### src/rtl/core/rea_pkg.sv
// Shared types and constants for the rotary encoder acceleration block.
// Holds the register indexes, reset values and the structs between modules.
// No dependencies.
package rea_pkg;

  localparam int DacBitsDef  = 12;
  localparam int TimeBitsDef = 16;

  localparam int CfgAddrW = 4;
  localparam int CfgDataW = 16;

  localparam logic [CfgAddrW-1:0] CFG_SETTLE_TICKS = 4'd0;
  localparam logic [CfgAddrW-1:0] CFG_FAST_CLICK   = 4'd1;
  localparam logic [CfgAddrW-1:0] CFG_ACCEL_MAX    = 4'd2;
  localparam logic [CfgAddrW-1:0] CFG_DAC_MAX      = 4'd3;

  localparam logic [7:0]  SETTLE_RST  = 8'd2;
  localparam logic [15:0] FAST_RST    = 16'd250;
  localparam logic [6:0]  ACCEL_RST   = 7'd100;
  localparam logic [11:0] DAC_MAX_RST = 12'd4095;

  localparam logic [7:0] EDGE_MAX = 8'd255;

  typedef enum logic [1:0] {
    PH_DOWN = 2'b01,
    PH_UP   = 2'b10
  } rea_phase_e;

  typedef struct packed {
    logic [7:0]  settle_ticks;
    logic [15:0] fast_click_ticks;
    logic [6:0]  accel_max;
    logic [11:0] dac_max;
  } rea_cfg_t;

  typedef struct packed {
    logic processed;
    logic pending_nxt;
    logic click;
    logic down;
  } rea_evt_t;

endpackage

### src/rtl/core/rea_cfg.sv
// Configuration registers of the rotary encoder block.
// Depends on rea_pkg.
module rea_cfg
  import rea_pkg::*;
(
  input  logic                clk_i,
  input  logic                rst_ni,
  input  logic                cfg_valid_i,
  input  logic [CfgAddrW-1:0] cfg_addr_i,
  input  logic [CfgDataW-1:0] cfg_data_i,
  output rea_cfg_t            cfg_o
);

  rea_cfg_t cfg_d, cfg_q;

  always_comb begin
    cfg_d = cfg_q;
    if (cfg_valid_i) begin
      case (cfg_addr_i)
        CFG_SETTLE_TICKS: cfg_d.settle_ticks     = cfg_data_i[7:0];
        CFG_FAST_CLICK:   cfg_d.fast_click_ticks = cfg_data_i[15:0];
        CFG_ACCEL_MAX:    cfg_d.accel_max        = cfg_data_i[6:0];
        CFG_DAC_MAX:      cfg_d.dac_max          = cfg_data_i[11:0];
        default:          cfg_d = cfg_q;
      endcase
    end
  end

  always_ff @(posedge clk_i or negedge rst_ni) begin
    if (!rst_ni) begin
      cfg_q.settle_ticks     <= SETTLE_RST;
      cfg_q.fast_click_ticks <= FAST_RST;
      cfg_q.accel_max        <= ACCEL_RST;
      cfg_q.dac_max          <= DAC_MAX_RST;
    end else begin
      cfg_q <= cfg_d;
    end
  end

  assign cfg_o = cfg_q;

endmodule

### src/rtl/core/rea_quad.sv
// Edge watch, settling counter and half-cycle tracking on channel A.
// Depends on rea_pkg; reports processed edges and clicks as rea_evt_t.
module rea_quad
  import rea_pkg::*;
(
  input  logic       clk_i,
  input  logic       rst_ni,
  input  logic       en_i,
  input  logic       pin_a_i,
  input  logic       pin_b_i,
  input  logic [7:0] settle_ticks_i,
  output rea_evt_t   evt_o
);

  rea_phase_e phase_d, phase_q;
  logic       last_a_d, last_a_q;
  logic       pend_d, pend_q;
  logic [7:0] since_d, since_q;
  logic [7:0] since_inc;
  logic       is_down, edge_seen, settled;

  assign is_down   = (phase_q == PH_DOWN);
  assign edge_seen = is_down ? (last_a_q & ~pin_a_i) : (~last_a_q & pin_a_i);
  assign since_inc = (since_q < EDGE_MAX) ? since_q + 8'd1 : since_q;
  assign settled   = (since_inc > settle_ticks_i) || (since_inc == EDGE_MAX);

  always_comb begin
    phase_d         = phase_q;
    pend_d          = pend_q;
    since_d         = since_q;
    last_a_d        = pin_a_i;
    evt_o.processed = 1'b0;
    evt_o.click     = 1'b0;
    evt_o.down      = pin_b_i;
    if (edge_seen) begin
      pend_d  = 1'b1;
      since_d = 8'd0;
    end else if (pend_q) begin
      since_d = since_inc;
      if (settled) begin
        pend_d          = 1'b0;
        evt_o.processed = 1'b1;
        if (is_down && !pin_a_i) begin
          phase_d = PH_UP;
        end else begin
          evt_o.click = !is_down && pin_a_i;
          phase_d     = PH_DOWN;
        end
      end
    end
    evt_o.pending_nxt = pend_d;
  end

  always_ff @(posedge clk_i or negedge rst_ni) begin
    if (!rst_ni) begin
      phase_q  <= PH_DOWN;
      last_a_q <= 1'b1;
      pend_q   <= 1'b0;
      since_q  <= 8'd0;
    end else if (en_i) begin
      phase_q  <= phase_d;
      last_a_q <= last_a_d;
      pend_q   <= pend_d;
      since_q  <= since_d;
    end
  end

endmodule

### src/rtl/core/rea_accel.sv
// Click interval timing, acceleration factor and saturated setpoint.
// Depends on rea_pkg; takes events from rea_quad.
module rea_accel
  import rea_pkg::*;
#(
  parameter int DAC_BITS  = DacBitsDef,
  parameter int TIME_BITS = TimeBitsDef
) (
  input  logic                clk_i,
  input  logic                rst_ni,
  input  logic                en_i,
  input  rea_evt_t            evt_i,
  input  rea_cfg_t            cfg_i,
  output logic                emit_o,
  output logic [DAC_BITS-1:0] setpoint_o
);

  localparam int CmpW = TIME_BITS + 16;

  logic [TIME_BITS-1:0] sc_d, sc_q, sc_inc;
  logic [6:0]           fac_d, fac_q;
  logic [DAC_BITS-1:0]  sp_d, sp_q, top;
  logic                 sent_q;

  logic [CmpW-1:0]        sc_cmp, fast_cmp;
  logic [DAC_BITS+11:0]   top_w;
  logic [7:0]             f_step, lim;
  logic [DAC_BITS:0]      fac_w, sp_w, nv;

  assign sc_inc   = (sc_q != {TIME_BITS{1'b1}}) ? sc_q + 1'b1 : sc_q;
  assign sc_cmp   = {16'd0, sc_inc};
  assign fast_cmp = {{TIME_BITS{1'b0}}, cfg_i.fast_click_ticks};
  assign top_w    = {{DAC_BITS{1'b0}}, cfg_i.dac_max};
  assign top      = top_w[DAC_BITS-1:0];
  assign lim      = (cfg_i.accel_max == 7'd0) ? 8'd1 : {1'b0, cfg_i.accel_max};
  assign sp_w     = {1'b0, sp_q};

  always_comb begin
    sc_d   = sc_inc;
    fac_d  = fac_q;
    sp_d   = sp_q;
    f_step = {1'b0, fac_q};
    fac_w  = '0;
    nv     = sp_w;
    if (evt_i.click) begin
      if (sc_cmp < fast_cmp) begin
        f_step = {1'b0, fac_q} + 8'd1;
      end else if (fac_q != 7'd0) begin
        f_step = {1'b0, fac_q} - 8'd1;
      end
      if (f_step < 8'd1) begin
        f_step = 8'd1;
      end
      if (f_step > lim) begin
        f_step = lim;
      end
      fac_d = f_step[6:0];
      sc_d  = '0;
      fac_w = {{(DAC_BITS-6){1'b0}}, f_step[6:0]};
      if (evt_i.down) begin
        nv = (sp_w > fac_w) ? sp_w - fac_w : '0;
      end else begin
        nv = sp_w + fac_w;
      end
      if (nv > {1'b0, top}) begin
        nv = {1'b0, top};
      end
      sp_d = nv[DAC_BITS-1:0];
    end else if (!evt_i.pending_nxt && !evt_i.processed && (sc_cmp > fast_cmp)) begin
      fac_d = (fac_q > 7'd1) ? fac_q - 7'd1 : 7'd1;
    end
  end

  assign emit_o     = !sent_q || (sp_d != sp_q);
  assign setpoint_o = sp_d;

  always_ff @(posedge clk_i or negedge rst_ni) begin
    if (!rst_ni) begin
      sc_q   <= '0;
      fac_q  <= 7'd1;
      sp_q   <= '0;
      sent_q <= 1'b0;
    end else if (en_i) begin
      sc_q   <= sc_d;
      fac_q  <= fac_d;
      sp_q   <= sp_d;
      sent_q <= 1'b1;
    end
  end

endmodule

### src/rtl/core/rotary_encoder_accel_dac.sv
// Rotary encoder with click acceleration driving a DAC setpoint. One item is
// one time tick of sampled A/B pin levels; the block takes one item per clock
// cycle. An item passes an input register, then the per-tick state update
// (edge settling, acceleration, saturated setpoint) is combinational into the
// result register, loaded only for the first item and on a setpoint change.
// Input stalls only while the result register is full and not being taken.
// Depends on rea_pkg, rea_cfg, rea_quad and rea_accel.
module rotary_encoder_accel_dac
  import rea_pkg::*;
#(
  parameter int DAC_BITS  = DacBitsDef,
  parameter int TIME_BITS = TimeBitsDef
) (
  input  logic                clk_i,
  input  logic                rst_ni,
  input  logic                in_valid_i,
  output logic                in_ready_o,
  input  logic                pin_a_i,
  input  logic                pin_b_i,
  output logic                out_valid_o,
  input  logic                out_ready_i,
  output logic [DAC_BITS-1:0] dac_code_o,
  input  logic                cfg_valid_i,
  output logic                cfg_ready_o,
  input  logic [CfgAddrW-1:0] cfg_addr_i,
  input  logic [CfgDataW-1:0] cfg_data_i
);

  rea_cfg_t            cfg;
  rea_evt_t            evt;
  logic                in_valid_q, a_q, b_q;
  logic                out_valid_d, out_valid_q;
  logic [DAC_BITS-1:0] code_q, setpoint;
  logic                fire, emit;

  assign fire        = in_valid_q && (!out_valid_q || out_ready_i);
  assign in_ready_o  = !in_valid_q || fire;
  assign cfg_ready_o = 1'b1;

  rea_cfg u_cfg (
    .clk_i       (clk_i),
    .rst_ni      (rst_ni),
    .cfg_valid_i (cfg_valid_i),
    .cfg_addr_i  (cfg_addr_i),
    .cfg_data_i  (cfg_data_i),
    .cfg_o       (cfg)
  );

  rea_quad u_quad (
    .clk_i          (clk_i),
    .rst_ni         (rst_ni),
    .en_i           (fire),
    .pin_a_i        (a_q),
    .pin_b_i        (b_q),
    .settle_ticks_i (cfg.settle_ticks),
    .evt_o          (evt)
  );

  rea_accel #(
    .DAC_BITS  (DAC_BITS),
    .TIME_BITS (TIME_BITS)
  ) u_accel (
    .clk_i      (clk_i),
    .rst_ni     (rst_ni),
    .en_i       (fire),
    .evt_i      (evt),
    .cfg_i      (cfg),
    .emit_o     (emit),
    .setpoint_o (setpoint)
  );

  always_ff @(posedge clk_i or negedge rst_ni) begin
    if (!rst_ni) begin
      in_valid_q <= 1'b0;
    end else if (in_ready_o) begin
      in_valid_q <= in_valid_i;
    end
  end

  always_ff @(posedge clk_i) begin
    if (in_ready_o && in_valid_i) begin
      a_q <= pin_a_i;
      b_q <= pin_b_i;
    end
  end

  always_comb begin
    out_valid_d = out_valid_q;
    if (fire && emit) begin
      out_valid_d = 1'b1;
    end else if (out_ready_i) begin
      out_valid_d = 1'b0;
    end
  end

  always_ff @(posedge clk_i or negedge rst_ni) begin
    if (!rst_ni) begin
      out_valid_q <= 1'b0;
    end else begin
      out_valid_q <= out_valid_d;
    end
  end

  always_ff @(posedge clk_i) begin
    if (fire && emit) begin
      code_q <= setpoint;
    end
  end

  assign out_valid_o = out_valid_q;
  assign dac_code_o  = code_q;

endmodule

### config.mk
export PLATFORM = sky130hd
export DESIGN_NAME = rotary_encoder_accel_dac
export DESIGN_NICKNAME = d
export VERILOG_FILES = /design/src/rtl/core/rea_pkg.sv /design/src/rtl/core/rea_cfg.sv /design/src/rtl/core/rea_quad.sv /design/src/rtl/core/rea_accel.sv /design/src/rtl/core/rotary_encoder_accel_dac.sv
export SDC_FILE = /design/constraint.sdc
export NUM_CORES = 1
export LEC_CHECK = 0
export BUFFER_PORTS_ARGS = -buffer_cell sky130_fd_sc_hd__buf_4
export CORE_AREA = 2 2 123 155
export CTS_CLUSTER_DIAMETER = 150
export DETAILED_ROUTE_END_ITERATION = 8
export DIE_AREA = 0 0 125 157
export SYNTH_ARGS = -nofsm -noshare
export SYNTH_HDL_FRONTEND = slang
export SYNTH_SLANG_ARGS = --single-unit
### constraint.sdc
create_clock -name clk_i -period 9.65 [get_ports clk_i]
set_input_delay 1.4475 -clock clk_i [delete_from_list [all_inputs] [get_ports clk_i]]
set_output_delay 1.4475 -clock clk_i [all_outputs]
set_load 0.02 [all_outputs]
# Word level (Yosys, flattened, before mapping)
# Index checks and enable logic that the tools add are counted.
# totals
ff_bits	107
input_bits	27
elab_cells	111
out_inout_bits	15
# op_classes
eq_ne	7
order_cmp	9
n_reduce_logical	31
bitwise_logic	5
n_addsub	7
muxes	35
# op_table
operator	n
$mux 8	8
$mux 7	6
$mux 13	3
$mux 16	2
$mux 12	2
$add 16x1->16 const B	1
$gt 16x16->1	1
$lt 16x16->1	1
$ne 16x16->1 const B	1
$add 12x7->13	1
$gt 13x12->1	1
$mux 1	13
$sub 12x7->13	1
$gt 12x7->1	1
$ne 12x12->1	1
$reduce_and 2->1	6
$add 7x1->8 const B	1
$add 8x1->8 const B	1
$eq 4x2->1 const B	2
$eq 8x8->1 const B	1
$gt 8x7->1	1
$gt 8x8->1	1
$lt 8x1->1 const B	1
$lt 8x8->1 const B	1
16 further kinds	36

# Longest topological paths before layout
# logic_depth
ltp_word	25
ltp_mapped	50
mapped_depth_nobuf	46

# Hierarchy
# From an unflattened synthesis, not the netlist that was laid out.
# unflattened
hier_cells	872
area_unflattened_um2	8151.6
# modules_own_cells
module	cells_per_inst	n_inst	area_per_inst_um2
rea_accel	621	1	4783.3
rea_cfg	96	1	1712.9
rea_quad	129	1	1114.8
rotary_encoder_accel_dac	26	1	540.5

# Worst setup path before layout
# OpenSTA, ideal clock, no wires.
# synth_timing
path_kind	reg2reg
from	register u_accel.sc_q[3]
to	register code_q[0], in the netlist dac_code_o[0] (enable)
arrival_time_ns	10.015
path_stages_with_launch	47
required_ns	9.247
path_buffers	3
setup_slack_ns	-0.767
cell_sequence	dfrtp_1 > and3_1 > and3_1 > nand3_1 > nor3_1 > nand2_1 > nand4_1 > nor2_1 > xor2_1 > ha_1 > a21o_1 > a21oi_1 > a21oi_1 > a2111oi_4 > and2_4 > buf_12 > mux2i_1 > mux2_4 > [... 11 more ...] > or4b_4 > nor4_4 > a31oi_2 > nand2_1 > o21ai_0 > a31oi_1 > o21ai_0 > ha_1 > or4_1 > a211oi_1 > a211o_1 > and2_1 > buf_4 > buf_4 > a21oi_1 > o21ai_0 > nor4_1 > a221oi_1
# synth_between
elab_chain_len	21
elab_cells_between_ends	24
classes_between	3 x add/sub; 5 x order compare; 2 x eq/ne; 12 x mux; 2 x reduce/logical
# synth_lines
element	line_no	rtl
from (decl)	rea_accel.sv:20	logic [TIME_BITS-1:0] sc_d, sc_q, sc_inc;
from (signal assigned)	rea_accel.sv:79	sc_q <= '0;
from (signal assigned)	rea_accel.sv:84	sc_q <= sc_d;
$add 16x1->16 / $ne 16x16->1 (equally long branches)	rea_accel.sv:30	assign sc_inc = (sc_q != {TIME_BITS{1'b1}}) ? sc_q + 1'b1 : sc_q;
$mux 16 (*)	rea_accel.sv:30	
$lt 16x16->1 (*)	rea_accel.sv:46	if (sc_cmp < fast_cmp) begin
$mux 8 (*)	rea_accel.sv:46	
$mux 8 (*)	rea_accel.sv:45	if (evt_i.click) begin
$lt 8x1->1	rea_accel.sv:51	if (f_step < 8'd1) begin
$mux 8 (*)	rea_accel.sv:51	
$mux 8 (*)	rea_accel.sv:45	
[... 5 more ...]	n/a	
$mux 13 (*)	rea_accel.sv:60	if (evt_i.down) begin
$mux 13 (*)	rea_accel.sv:45	
$gt 13x12->1	rea_accel.sv:65	if (nv > {1'b0, top}) begin
$mux 12 (*)	rea_accel.sv:65	
$mux 12 (*)	rea_accel.sv:45	
$ne 12x12->1 (*)	rea_accel.sv:74	assign emit_o = !sent_q || (sp_d != sp_q);
$logic_or 1x1->1 (*)	rea_accel.sv:74	
$logic_and 1x1->1 (*)	rotary_encoder_accel_dac.sv:105	if (fire && emit) begin
to (signal assigned)	rotary_encoder_accel_dac.sv:106	code_q <= setpoint;
to (decl)	rotary_encoder_accel_dac.sv:33	logic [DAC_BITS-1:0] code_q, setpoint;
# Mark *: on every way between the ends. The rest lies on a longest branch, timed or not. The select of a mux whose other input is x is not followed.
# A chain may end at the register's enable or synchronous reset.

# Worst setup path in the final report
# layout_timing
from	register u_accel.sc_q[5]
to	register code_q[0], in the netlist dac_code_o[0] (enable)
# Same word-level chain as after synthesis.

==> key figures <==
Worst hold path
  • Hold_sp: u_quad.last_a_q
  • Hold Crit Class: flop to flop
  • Hold EP: u_quad.last_a_q
  • Hold path depth: 2

Drt
  • DRT Wirelength: 22700 um
  • Number of antenna-violating nets in the routed design: 0
  • Total number of vias: 7337
  • Drt first pass iters: 5
  • DRC Markers: 0
  • Drt initial violations: 508
  • WL/cell: 17.9 um
  • Vias per cell: 5.80

Setup path
  • Setup crit end kind: flop
  • Worst-case reg-to-reg path depth: 48
  • Reg-to-Reg End: dac_code_o[0]
  • Class of the most critical setup path: flop to flop
  • Cell mode on critical path: buf_4
  • Reg2reg start: u_accel.sc_q[5]
  • Crit path DAT: 9.54 ns
  • Critical Path Start Type: flop
  • Max FO, Critical Path: 7
  • Req. time, crit path: ~9.8 ns
  • Worst setup path start: u_accel.sc_q[5]
  • Flop-to-flop setup slack: 0.23 ns
  • Slowest CP cell: dfrtp_1
  • Critical Path Max Stage Delay: 0.36 ns

Synth
  • Net Count, Synth: 1011
  • Post-Syn Instances: 919
  • Ys flop type: dfrtp_1
  • Post-synth ARST share: 0.869
  • Number of synthesized flops with an enable pin: 14
  • Synth Cell Area: 8100 um^2
  • Mean Syn Cell Area: 8.81 um^2
  • Sequential fraction of the synthesis area: 0.343
  • Yosys warns: 0
  • Synth Register Bits: 107
  • Post-synthesis cell type count: 84

STA
  • Fmax: 0.106 GHz
  • Final slew viol count: 0
  • Worst setup margin: 0.226 ns
  • Relative slew slack: 0.378
  • Final setup fails: 0
  • Slew of the pin with the lowest slew margin: 0.933 ns
  • Hold Fails Final Rpt: 0
  • Final Skew: 0.00861 ns
  • Setup TNS: 0 ns
  • Fin crit period: 9.42 ns
  • Period utilization: 0.977

Clocking
  • Hold-fix buffers, CTS: 0
  • CTS tree: built
  • Worst-path clk slew: 0.08 ns
  • H-tree level count: 3
  • CTS buffer count: 9
  • Clock Path Buffers: 2
  • Root buffer cell: clkbuf_16
  • CTS Sinks: about 110
  • Worst skew pair latency: 0.35 ns

Place
  • Port bufs: 40
  • RePlAce Congestion: 0.887
  • DP Worst Slack: -0.317 ns
  • Post-DP HPWL: 17000 um

Cells and area
  • Most frequent cells in the layout: buf_4, nand2_1, dfrtp_1, nor2_1, o21ai_0
  • Synthesis-to-finish area growth: 26.2%
  • Diodes inserted: 0
  • Net total in the final layout: ~1100
  • Share of layout cells above drive strength 1: 0.327
  • Number of fill cells: between 1500 and 2000
  • Commonest non-fill, non-tap cell in the layout: buf_4

Global route
  • Global-route wire length before repair: about 36000 um
  • GRT Total Usage: 0.229
  • Largest net degree at the start of global routing: 74
  • Vias in the first global route: 7035
  • Antenna violations before repair: 0
  • GR Overflow Total: 0

Floorplanning
  • Die area: 19600 um^2
  • Rows: 55
  • Die width: between 100 and 150 um
  • Core ar.: 18000 um^2
  • Die height: 157 um
  • Starting Density: 0.449
  • I/O pins: 42

Power
  • Internal Power: 1520 uW
  • Static leakage: 0.00457 uW
  • Pwr Total: 2580 uW
  • Comb pwr share: 0.617
  • VDD IR max: 0.128 mV
  • PwrDens: 252 nW/um^2
  • Sequential share of power: 0.240
  • Switch share: 0.412
  • Sw Pwr: 1060 uW
  • Clock power frac: 0.142

Flow run
  • Max-Cap Viols: 0

Outcome
  • Status: completed
## timing repair
action | CTS | global route
setup buffers | 8 | 17
resized for setup | 36 | 102
endpoints found under the setup margin | 13 | 29
pin swaps | 11 | 61
cloned | 1 | 0
## routing by layer
metal  global-route usage  vias up  part of all wire
li1                     -     3541                 -
met1                0.288     3570              0.42
met2                0.411      165              0.51
met3               0.0252       61             0.032
met4               0.0767        0             0.034
met5                    0        -                 0
## cell type report
cell class / instances / area [um^2] / share of cell area
clock buffer: 9 / 225 / 0.0220
clock inverter: 7 / 66.3 / 0.00649
inverter: 62 / 233 / 0.0228
multi-input combinational: 711 / 5520 / 0.540
sequential: 107 / 2780 / 0.272
tap: 228 / 285 / 0.0279
timing repair buffer: 142 / 1110 / 0.108
## per-stage QoR
| stage | utilization | instance area (um^2) | std cells | hold slack, ns |
|---|---|---|---|---|
| global route | 0.567 | 10200 | 1266 | 0.515 |
| finish | 0.567 | 10200 | 1266 | 0.478 |
| CTS | 0.533 | 9610 | 1250 | 0.483 |
| floorplan | - | 8140 | 919 | 0.449 |
| detailed placement | 0.505 | 9100 | 1225 | 0.471 |
| global placement | 0.505 | 9100 | 1225 | 0.467 |
## cell families (layout without fill, tap and decap cells)
| kind of cell | Yosys count | after routing | share of synthesized area |
|---|---|---|---|
| xor gates and xnor gates | 25 | 25 | 0.0270 |
| DFF | 107 | 107 | 0.343 |
| and+or+nand+nor | 336 | 337 | 0.208 |
| buffers and inverters | 102 | 220 | 0.0550 |
| AOI/OAI and AO/OA | 227 | 227 | 0.187 |
| adders and majority gates | 65 | 65 | 0.102 |
| muxes | 56 | 56 | 0.0770 |
| other | 1 | 1 | 0.000463 |
## flip-flops by register name, indices dropped and copies added (netlist names)
register,count
u_accel.sc_q,16
out_valid_o,1
u_cfg.cfg_o,43
u_accel.fac_q,7
u_accel.sent_q,1
u_quad.since_q,8
u_quad.phase_q,2
a_q,1
u_accel.sp_q,12
b_q,1
dac_code_o,12
in_valid_q,1
u_quad.pend_q,1
u_quad.last_a_q,1
## critical path, delay by kind of cell (launching register included)
kind            cells  cell delay [ns]
compound gates     16             3.30
xor+xnor            1             0.16
fa+ha+maj           4             1.15
buf+inv             7             1.19
flops               1             0.36
mux                 3             0.75
simple gates       17             2.26
## synth_stat cells (5+ instances only)
| cell type | instances | area share |
|---|---|---|
| mux2i_1 | 11 | 0.014 |
| nor2b_1 | 18 | 0.014 |
| clkbuf_1 | 22 | 0.010 |
| a21o_1 | 9 | 0.0083 |
| dfstp_2 | 25 | 0.081 |
| a22o_1 | 6 | 0.0065 |
| nand2_1 | 101 | 0.047 |
| a31oi_1 | 6 | 0.0046 |
| xnor2_1 | 15 | 0.016 |
| buf_2 | 10 | 0.0062 |
| a21oi_1 | 43 | 0.027 |
| or3_1 | 11 | 0.0085 |
| o21ai_0 | 74 | 0.046 |
| xor2_1 | 10 | 0.011 |
| nand3_1 | 27 | 0.017 |
| inv_1 | 62 | 0.029 |
| mux2_2 | 43 | 0.060 |
| a211oi_1 | 7 | 0.0065 |
| nand2b_1 | 12 | 0.0093 |
| and2_1 | 11 | 0.0085 |
| o211ai_1 | 5 | 0.0046 |
| nor3_1 | 21 | 0.013 |
| ha_1 | 63 | 0.097 |
| and3_1 | 9 | 0.0070 |
| a32o_1 | 6 | 0.0074 |
| o22ai_1 | 6 | 0.0046 |
| edfxtp_1 | 14 | 0.052 |
| o21a_1 | 10 | 0.0093 |
| dfrtp_1 | 68 | 0.21 |
| nand4_1 | 24 | 0.019 |
| nor2_1 | 70 | 0.032 |
| nor4_1 | 7 | 0.0054 |
| o31ai_1 | 9 | 0.0083 |
## worst max-delay path by stage
stage / end / slack (ns) / cells after the start
floorplan: dac_code_o[0] / 0.03 / 46
global placement: dac_code_o[7] / -0.16 / 48
detailed placement: dac_code_o[7] / -0.32 / 48
CTS: dac_code_o[6] / 0.008 / 45
global route: dac_code_o[2] / -0.11 / 49
finish: dac_code_o[0] / 0.23 / 48
## power by group through the flow
stage               logic (uW)  clock network (uW)  registers, uW
floorplan                  842                   0            597
global placement          1300                   0            619
detailed placement        1300                   0            622
CTS                       1390                 377            615
global route              1740                 396            631
finish                    1590                 367            620
No activity file was read; power rests on OpenSTA's default activity.
